$ cat config.mk
export PLATFORM = sky130hd
export DESIGN_NAME = bhe_rsp_queue
export DESIGN_NICKNAME = d
export VERILOG_FILES = /design/src/design/bhe_pkg.sv /design/src/design/bhe_rsp_queue.sv
export SDC_FILE = /design/constraint.sdc
export NUM_CORES = 1
export LEC_CHECK = 0
export ABC_AREA = 1
export BUFFER_PORTS_ARGS = -buffer_cell sky130_fd_sc_hd__buf_2
export CAP_MARGIN = 20
export CORE_UTILIZATION = 57
export CTS_BUF_LIST = sky130_fd_sc_hd__clkbuf_8
export DETAILED_ROUTE_END_ITERATION = 8
export PLACE_DENSITY = 0.89
export SLEW_MARGIN = 20
export SYNTH_ARGS = -nofsm -noshare
export SYNTH_HDL_FRONTEND = slang
export SYNTH_SLANG_ARGS = --single-unit
$ cat constraint.sdc
create_clock -name clock -period 4.3 [get_ports clock]
set_input_delay 0.86 -clock clock [delete_from_list [all_inputs] [get_ports clock]]
set_output_delay 0.86 -clock clock [all_outputs]
set_load 0.01 [all_outputs]
$ cat src/design/bhe_pkg.sv
// Package for the byte histogram engine: sizes, operation codes and the
// word that the bin update stage hands to the response queue.
// No dependencies.
`default_nettype none

package bhe_pkg;

   // Counter and bin geometry.
   localparam int COUNT_BITS = 24;
   localparam int NUM_BINS   = 256;
   localparam int BIN_BITS   = $clog2(NUM_BINS);
   localparam int OP_BITS    = 2;
   localparam int BYTE_BITS  = 8;
   localparam int OUT_BITS   = 24;

   localparam logic [COUNT_BITS-1:0] COUNT_MAX = {COUNT_BITS{1'b1}};
   localparam logic [OUT_BITS-1:0]   OUT_MAX   = {OUT_BITS{1'b1}};

   // Operation codes of a request word. Code 3 is unused and ignored.
   typedef enum logic [OP_BITS-1:0] {
      OP_COUNT = 2'd0,
      OP_READ  = 2'd1,
      OP_CLEAR = 2'd2
   } op_type;

   // One response word pushed from the update stage into the queue.
   typedef struct packed {
      logic                 valid;
      logic [OUT_BITS-1:0]  count;
      logic [BYTE_BITS-1:0] echo;
   } rsp_push_type;

   // Clamp a bin counter to the width of the response field.
   function automatic logic [OUT_BITS-1:0] sat_out(input logic [COUNT_BITS-1:0] value);
      logic [32:0] wide;
      wide = 33'(value);
      if (wide > 33'(OUT_MAX)) begin
         return OUT_MAX;
      end
      return wide[OUT_BITS-1:0];
   endfunction

endpackage : bhe_pkg

`default_nettype wire

$ cat src/design/bhe_rsp_queue.sv
// Two-word response queue between the update stage and the response channel.
// It also tells the request side whether a new word may enter.
// Depends on bhe_pkg.
`default_nettype none

module bhe_rsp_queue (
   input  wire logic                          clock,
   input  wire logic                          reset,
   input  wire bhe_pkg::rsp_push_type         push,
   input  wire logic                          rsp_ready,
   output logic                               rsp_valid,
   output logic [bhe_pkg::OUT_BITS-1:0]       rsp_count,
   output logic [bhe_pkg::BYTE_BITS-1:0]      rsp_echo,
   output logic                               space_ok
);
   import bhe_pkg::*;

   logic [1:0]    level_ff, level_in;
   rsp_push_type  head_ff, head_in;
   rsp_push_type  tail_ff, tail_in;
   logic          pop;

   assign rsp_valid = (level_ff != 2'd0);
   assign rsp_count = head_ff.count;
   assign rsp_echo  = head_ff.echo;
   assign pop       = rsp_valid && rsp_ready;

   // A new request may enter when the queue can take every response that
   // is already in flight plus one more.
   assign space_ok = (level_ff == 2'd0) || ((level_ff == 2'd1) && !push.valid);

   // Queue update.
   always_comb begin
      level_in = level_ff;
      head_in  = head_ff;
      tail_in  = tail_ff;
      case ({push.valid, pop})
         2'b11: begin
            if (level_ff == 2'd1) begin
               head_in = push;
            end else begin
               head_in = tail_ff;
               tail_in = push;
            end
         end
         2'b01: begin
            head_in  = tail_ff;
            level_in = level_ff - 2'd1;
         end
         2'b10: begin
            if (level_ff == 2'd0) begin
               head_in = push;
            end else begin
               tail_in = push;
            end
            level_in = level_ff + 2'd1;
         end
         default: begin
            level_in = level_ff;
         end
      endcase
   end

   always_ff @(posedge clock) begin
      if (reset) begin
         level_ff <= 2'd0;
      end else begin
         level_ff <= level_in;
      end
   end

   always_ff @(posedge clock) begin
      head_ff <= head_in;
      tail_ff <= tail_in;
   end

endmodule : bhe_rsp_queue

`default_nettype wire

==> results of run 1 <==
## logic make-up (layout without fill, tap and decap cells)
kind of cell	Yosys count	after routing	share of synthesized area
adders and majority gates	6	6	0.0220
and+or+nand+nor	238	238	0.263
buffers and inverters	63	127	0.0867
AOI/OAI and AO/OA	36	36	0.0529
DFF	66	66	0.576
## path summary, 6_finish.rpt
kind | from | to | slack [ns]
worst min register to register | level_ff[0] | level_ff[0] | 0.55
worst max-delay path | level_ff[0] | rsp_count[9] | 1.59
worst max register to register | level_ff[0] | rsp_count[9] | 1.59
worst min-delay path | level_ff[0] | level_ff[0] | 0.55
## synth_stat cells
| cell | instances |
|---|---|
| nand3_1 | 1 |
| buf_2 | 11 |
| o21ai_0 | 5 |
| ha_1 | 6 |
| inv_1 | 41 |
| a21oi_1 | 2 |
| inv_2 | 1 |
| buf_6 | 2 |
| edfxtp_1 | 64 |
| dfxtp_1 | 2 |
| o21ai_1 | 29 |
| nand2_1 | 202 |
| nor2_1 | 35 |
| buf_4 | 8 |
## power by group
| group | internal, mW | switching (mW) | total (mW) |
|---|---|---|---|
| registers | 0.920 | 0.0532 | 0.973 |
| clock network | 0.256 | 0.229 | 0.486 |
| logic | 0.200 | 0.414 | 0.613 |
## metal layers
metal,GRT usage,part of all wire,up-vias
met4,0.142,0.026,0
met1,0.284,0.39,1313
met3,0.0460,0.076,21
met2,0.434,0.50,142
met5,0,0,-
li1,-,-,1391
## area by class of cell
type | count | area [sq um]
inverters | 42 | 158
multi-input cells | 280 | 1190
fillers | 423 | 1720
clock inverters | 6 | 51.3
clock buffers | 9 | 124
flip-flops and latches | 66 | 1960
well taps | 72 | 90.1
repair buffers | 70 | 353
## sequential cells by signal (all words and copies together), names as in the netlist
| name | cells |
|---|---|
| tail_ff | 32 |
| rsp_count | 24 |
| level_ff | 2 |
| rsp_echo | 8 |
## through the flow
step            util  hold WS (ns)  instances
2_1_floorplan      -         0.461        409
3_3_place_gp   0.662         0.476        530
3_5_place_dp   0.663         0.503        530
4_1_cts        0.694         0.511        545
5_1_grt        0.695         0.588        545
6_report       0.695         0.545        545
## critical path, delay by kind of cell, from the launching register on
| kind | cells | cell delay, ns |
|---|---|---|
| and+or+nand+nor | 2 | 0.33 |
| DFF | 1 | 0.43 |
| adders and majority gates | 2 | 0.69 |
| buffers and inverters | 4 | 0.89 |
| AOI/OAI and AO/OA | 1 | 0.12 |
==> metrics.yaml, run 1 <==
pwr:
  ir_worst_vdd_uv: 239
  power_density_nw_per_um2: 528
  leakagePower_nw: 1.89
  power_mw: 2.07
worst_hold_path:
  hold-path-cell-count: 2
  hp-class: "reg2reg"
detailed_routing:
  wl_per_cell_microns: 13.7
  drcViolationCount: 0
  totalWireLength_mm: 7.45
  ant_nets: 0
  drt_iter0_drc: 297
  drt-pass1-iter-count: 5
  viasPerCell: 5.26
  vias: 2867
yosys:
  yosysSeqAreaShare: 0.576
  synth.distinct_cells: 14
  netlist_area_sq_um: 3410
  yosys.area.top_type: "edfxtp_1"
  synth_top_area_share: 0.564
  synth_cells: 409
  synthTopCellsByArea: "edfxtp_1 56%, nand2_1 22%, inv_1 4.5%"
  ys_warn_count: 0
  ys_ff_latch: 66
  syn-mean-instance-area_sq_um: 8.33
  synth_fp_nets: 451
place:
  portBuffers: 69
  gp_congestion: 0.809
  post-dp-hpwl_mm: 4.58
  pre_cts_ws_ns: 1.49
  placedInstanceArea_sq_um: 3740
final_layout:
  syn2layout_area_growth_pct: 15.2
  final_area_sq_um: 3920
  layout_common_cells: "202 x nand2_1, 69 x buf_2, 64 x edfxtp_1"
  drive_gt1_frac: 0.186
  final_nets: 511
  diodes: 0
  layout_commonest_cell: "nand2_1"
global_routing:
  grt_pass1_wl_mm: 11.7
  grt_overflow_total: 0
  grt_pass1_vias: 2724
  grt_usage: 0.248
  grt_max_degree: 67
  grt_antenna_before_repair: 0
clock_tree:
  worstSkewPairLatency_ns: 0.35
  cts_hold_buf: 0
  clock-sinks: 66
  cts_resized: 0
  clk_pin_slew_ns: 0.07
  cts_tree: "yes"
  clk_path_buf_depth: 2
  root_buffer: "clkbuf_8"
  numCtsBuffers: 9
  post-cts-setup-buffers: 0
  h-tree-depth: 3
worst_setup_path:
  critPathMaxFanout: 33
  cp.required_ns: 4.38
  max_stage_delay_ns: 0.50
  worst-setup-path-type: "reg2reg"
  slowest_stage: "ha_2"
  end_kind: "register"
  path_cells: "inv_1 -> ha_1 -> inv_1 -> nand2_1 -> ha_2 -> buf_4 -> inv_2 -> nand2_1 -> o21ai_0"
  cp.arrival_ns: 2.80
  cp-start-kind: "register"
  reg2reg_depth: 9
sta:
  fin_skew_ns: 0.00556
  worst_slack_ns: 1.59
  setup_viol: 0
  fin_tns_setup_ns: 0
  tightestPinTransition_ns: 1.04
  period_minus_slack_ns: 2.71
  fmax_ghz: 0.368
  period_share: 0.631
  relSlewSlack: 0.301
  slew_viol_final: 0
  rsz0062_at_grt: "false"
  final_hold_viol_count: 0
floorplan:
  die_h_microns: 79.3
  die_width_microns: 79.3
  rows: 27
  fp.coreArea_sq_um: 5640
  start_util: 0.604
  die_area_sq_um: 6290
  io_pins: 70
run_status:
  status: "finished clean"
job:
  maxCapViolCount: 0
Power figures use the tool's default switching activity.
==> inputs of run 2 (changes only) <==
- clock period: 4.3 -> 2.55 ns (I/O delays scaled with it)
==> run 2 against run 1 <==
Net effect: core utilization grew 1.4 points; sequential power up 68%; largest cell class unchanged; register-to-register slack lost 1.2 ns.
==> metrics.yaml, run 2 (synthesis gave the netlist of run 1 again) <==
sta:
  worst_slack_ns: 0.356  # -1.23 ns
  setup_viol: 0  # unchanged
  relSlewSlack: 0.726  # +0.424
  final_hold_viol_count: 0  # unchanged
  period_minus_slack_ns: 2.19  # -0.520 ns
  fmax_ghz: 0.456  # +24%
  timing.hold.ws_ns: 0.348  # -0.197 ns
  rsz0062_at_grt: "false"
  slew_viol_final: 0  # unchanged
  period_share: 0.860  # +0.229
  fin_tns_setup_ns: 0  # unchanged
  tightestPinTransition_ns: 0.407  # -0.637 ns
  fin_skew_ns: 0.00531  # -0.000248 ns
final_layout:
  layout_common_cells: "202 x nand2_1, 69 x buf_2, 64 x edfxtp_1"
  syn2layout_area_growth_pct: 17.4
  largest_reg_flops: 32  # unchanged
  fin_util: 0.709  # +0.0135
  final_area_sq_um: 4000  # +1.9%
  drive_gt1_frac: 0.195  # +0.00897
  layout.cells.non_filler: 554  # +1.7%
  layout_commonest_cell: "nand2_1"
  diodes: 0  # unchanged
  max_flop_register: "tail_ff"
  final_nets: 520  # +1.8%
clock_tree:
  root_buffer: "clkbuf_8"
  clk_path_buf_depth: 2  # unchanged
  cts_hold_buf: 0  # unchanged
  cts_tree: "yes"
  cts_resized: 0  # unchanged
  worstSkewPairLatency_ns: 0.34  # about the same
  post-cts-setup-buffers: 0  # unchanged
  clk_pin_slew_ns: 0.07  # about the same
  clock-sinks: 66  # unchanged
  h-tree-depth: 3  # unchanged
  numCtsBuffers: 9  # unchanged
worst_hold_path:
  hold-path-cell-count: 2  # unchanged
  hp-class: "in2reg"
place:
  dp_cells: 539  # +1.7%
  placedInstanceArea_sq_um: 3830  # +2.3%
  gp_congestion: 0.845  # +4.5%
  portBuffers: 69  # unchanged
  pre_cts_ws_ns: 0.414  # -1.07 ns
  post-dp-hpwl_mm: 4.96  # +8.5%
pwr:
  switching_share: 0.334  # -0.00154
  clkPwrFrac: 0.231  # -0.003
  switchingPower_mw: 1.18  # +70%
  power_mw: 3.54  # +71%
  p_seq_frac: 0.462  # -0.008
  p_comb_frac: 0.307  # +0.011
  ir_worst_vdd_uv: 493  # +110%
  internal_power_mw: 2.35  # +71%
  leakagePower_nw: 1.94  # +2.5%
  power_density_nw_per_um2: 884  # +67%
floorplan:
  die_area_sq_um: 6290  # unchanged
  die_h_microns: 79.3  # unchanged
  io_pins: 70  # unchanged
  rows: 27  # unchanged
  start_util: 0.604  # unchanged
  die_width_microns: 79.3  # unchanged
  fp.coreArea_sq_um: 5640  # unchanged
global_routing:
  grt_max_degree: 36  # -46%
  grt_pass1_wl_mm: 12.1  # +4.1%
  grt_overflow_total: 0  # unchanged
  grt_antenna_before_repair: 0  # unchanged
  grt_usage: 0.259  # +0.0109
  grt_pass1_vias: 2692  # -1.2%
detailed_routing:
  wl_per_cell_microns: 13.9  # +2.0%
  totalWireLength_mm: 7.72  # +3.7%
  ant_nets: 0  # unchanged
  drt-pass1-iter-count: 5  # unchanged
  drcViolationCount: 0  # unchanged
  viasPerCell: 5.18  # -1.5%
  drt_iter0_drc: 273  # -8.1%
  vias: 2871  # +0.14%
worst_setup_path:
  r2r_start: "level_ff[0]"
  cp-start-kind: "register"
  worst-setup-path-type: "reg2reg"
  cp.required_ns: 2.58  # -1.80 ns
  rrSetupSlack_ns: 0.36  # -1.23 ns
  cp.arrival_ns: 2.23  # -0.57 ns
  critPathCapture: "tail_ff[11]"
  crit_start: "level_ff[0]"
  end_kind: "register"
  reg2reg_depth: 9  # unchanged
  regToRegEndpoint: "tail_ff[11]"
  critPathMaxFanout: 32  # -3.0%
run_status:
  status: "finished clean"
job:
  maxCapViolCount: 0  # unchanged
-- run 2: worst min-delay path by stage --
stage / startpoint / endpoint / slack [ns]
global route: reset / level_ff[0] / 0.34
detailed placement: level_ff[0] / level_ff[0] / 0.50
floorplan: level_ff[0] / level_ff[0] / 0.46
CTS: reset / level_ff[0] / 0.33
finish: reset / level_ff[0] / 0.35
global placement: level_ff[0] / level_ff[0] / 0.47
-- run 2: power by group through the flow --
stage          Clock [mW]  Combinational [mW]  Sequential, mW
6_report            0.815                1.09            1.63
5_1_grt             0.867                1.20            1.65
4_1_cts             0.829                1.09            1.63
3_5_place_dp            0                1.08            1.65
3_3_place_gp            0                1.03            1.64
2_1_floorplan           0               0.606            1.74
-- run 2: worst max-delay path, cell delays in order, from the launching register on --
cell     delay (ns)
dfxtp_1        0.38
inv_1          0.06
ha_1           0.18
inv_1          0.17
nand2_1        0.19
ha_1           0.28
inv_1          0.08
o21ai_0        0.16
nor2_4         0.15
buf_12         0.22
-- run 2: per-layer routing --
layer,part of all wire,wire (microns),vias to the layer above,global-route usage
met4,0.020,154,0,0.122
li1,-,-,1408,-
met5,0,0,-,0
met3,0.080,617,17,0.0552
met1,0.40,3100,1290,0.304
met2,0.50,3850,156,0.452
-- run 2: cell type report --
type / instances / area [sq um]
clock inverter: 6 / 50.0
fill: 393 / 1640
multi-input combinational: 280 / 1170
tap: 72 / 90.1
timing repair buffer: 79 / 445
clock buffer: 9 / 124
inverter: 42 / 158
sequential: 66 / 1960
==> inputs of run 3 (changes only) <==
- CORE_ASPECT_RATIO: not set -> 0.8
==> run 3 against run 2 <==
Net effect: hold slack worse by 0.014 ns; register-to-register slack about the same; first-iteration DRC count down 0.37%; critical path depth grew 1; worst setup slack worse by 0.012 ns; critical endpoint is now rsp_echo[7]; sequential share of layout area shrank 0.092 points; routed wire length decreased by 2.8%; largest power group unchanged.
==> metrics.yaml, run 3 (synthesis gave the netlist of run 1 again) <==
sta:
  fmax_ghz: 0.453  # -0.56%
  slew_viol_final: 0  # unchanged
  rsz0062_at_grt: "false"
  period_minus_slack_ns: 2.21  # +0.0123 ns
  fin_skew_ns: 0.00870  # +0.00339 ns
  relSlewSlack: 0.601  # -0.125
  tightestPinTransition_ns: 0.597  # +0.190 ns
  period_share: 0.865  # +0.00483
  fin_tns_setup_ns: 0  # unchanged
  final_hold_viol_count: 0  # unchanged
  setup_viol: 0  # unchanged
final_layout:
  drive_gt1_frac: 0.195  # unchanged
  max_flop_register: "tail_ff"
  seq_area_sq_um: 1960  # unchanged
  layout_common_cells: "202 x nand2_1, 69 x buf_2, 64 x edfxtp_1"
  syn2layout_area_growth_pct: 17.6
  final_area_sq_um: 4010  # +0.19%
  layout.cells.non_filler: 560  # +1.1%
  diodes: 0  # unchanged
  layout_commonest_cell: "nand2_1"
  largest_reg_flops: 32  # unchanged
  final_nets: 520  # unchanged
  multi_input_area_sq_um: 1170  # unchanged
  fin_util: 0.714  # +0.00465
  fillers: 428  # +8.9%
pwr:
  leakagePower_nw: 1.94  # +0.40%
  power_mw: 3.60  # +1.8%
  power_density_nw_per_um2: 899  # +1.6%
  ir_worst_vdd_uv: 534  # +8.5%
global_routing:
  use_met3: 0.104  # +0.0487
  grt_max_degree: 36  # unchanged
  grt.busiest_layer: "met2"
  grtUsageMet2: 0.446  # -0.00557
  grtUsageMet1: 0.301  # -0.00264
  grt_pass1_wl_mm: 12.6  # +3.5%
  grt_overflow_total: 0  # unchanged
  grt_pass1_vias: 3001  # +11%
  grt_usage: 0.265  # +0.00601
  grt_antenna_before_repair: 0  # unchanged
floorplan:
  rows: 24  # -11%
  fp.coreArea_sq_um: 5620  # -0.47%
  die_h_microns: 71.2  # -10%
  start_util: 0.607  # +0.00283
  die_area_sq_um: 6290  # about the same
  io_pins: 70  # unchanged
  die_width_microns: 88.4  # +12%
place:
  gp_congestion: 0.794  # -6.0%
  post-dp-hpwl_mm: 4.89  # -1.5%
  dp_cells: 545  # +1.1%
  placedInstanceArea_sq_um: 3810  # -0.46%
  portBuffers: 69  # unchanged
worst_setup_path:
  worst-setup-path-type: "reg2reg"
  slowest_stage: "dfxtp_1"
  crit_top_cell: "nand2_1"
  critPathMaxFanout: 23  # -28%
  cp-start-kind: "register"
  path_cells: "inv_1 -> ha_1 -> inv_1 -> nand2_1 -> ha_1 -> buf_4 -> nand2_1 -> nand2_1 -> nand2_1 -> o21ai_0"
  cp.arrival_ns: 2.29  # +0.06 ns
  crit_cells: 10  # +1
  path_delay_family: "adder cells"
  cp.required_ns: 2.64  # +0.06 ns
  rrSetupSlack_ns: 0.34  # about the same
  end_kind: "register"
  reg2reg_depth: 10  # +1
  max_stage_delay_ns: 0.39  # about the same
  cp.buffers_inverters: 3  # -1
detailed_routing:
  totalWireLength_mm: 7.50  # -2.8%
  viasPerCell: 5.18  # about the same
  drt-pass1-iter-count: 5  # unchanged
  drcViolationCount: 0  # unchanged
  drt_iter0_drc: 272  # -0.37%
  vias: 2902  # +1.1%
  wl_per_cell_microns: 13.4  # -3.9%
  ant_nets: 0  # unchanged
clock_tree:
  h-tree-depth: 3  # unchanged
  root_buffer: "clkbuf_8"
  numCtsBuffers: 9  # unchanged
  cts_hold_buf: 0  # unchanged
  post-cts-setup-buffers: 0  # unchanged
  cts_resized: 0  # unchanged
  clock-sinks: 66  # unchanged
  clk_path_buf_depth: 2  # unchanged
  clk_pin_slew_ns: 0.07  # about the same
  worstSkewPairLatency_ns: 0.35  # about the same
  cts_tree: "yes"
worst_hold_path:
  hp-class: "in2reg"
  hold-path-cell-count: 2  # unchanged
job:
  maxCapViolCount: 0  # unchanged
run_status:
  status: "finished clean"
[run 3: cell count changes in the layout (fill, tap and decap cells not counted), sizes merged]
cell / delta
clkinv: -2
bufinv: +1
inv: +1
[run 3: where the power goes]
| group | internal [mW] | total [mW] | switching (mW) |
|---|---|---|---|
| Sequential | 1.55 | 1.63 | 0.0831 |
| Combinational | 0.361 | 1.06 | 0.699 |
| Clock | 0.531 | 0.913 | 0.382 |
[run 3: metal layers]
layer / vias up / wire, microns
met4: 0 / 90
li1: 1413 / -
met2: 143 / 3730
met5: - / 0
met3: 15 / 622
met1: 1331 / 3060
[run 3: worst paths after layout]
kind,from,to
setup / recovery,level_ff[0],rsp_echo[7]
setup reg to reg,level_ff[0],rsp_echo[7]
hold / removal,reset,level_ff[0]
hold reg to reg,level_ff[0],level_ff[0]
[run 3: metrics by stage]
stage / setup WS [ns] / hold WS, ns
2_1_floorplan: 0.0476 / 0.461
3_3_place_gp: 0.468 / 0.474
3_5_place_dp: 0.383 / 0.491
4_1_cts: 0.367 / 0.328
5_1_grt: 0.202 / 0.330
6_report: 0.344 / 0.334
[run 3: cell type report]
class,count,area share
inverters,42,0.0393
multi-input cells,280,0.292
flip-flops and latches,66,0.490
repair buffers,79,0.105
clock inverters,6,0.0187
well taps,78,0.0244
clock buffers,9,0.0309
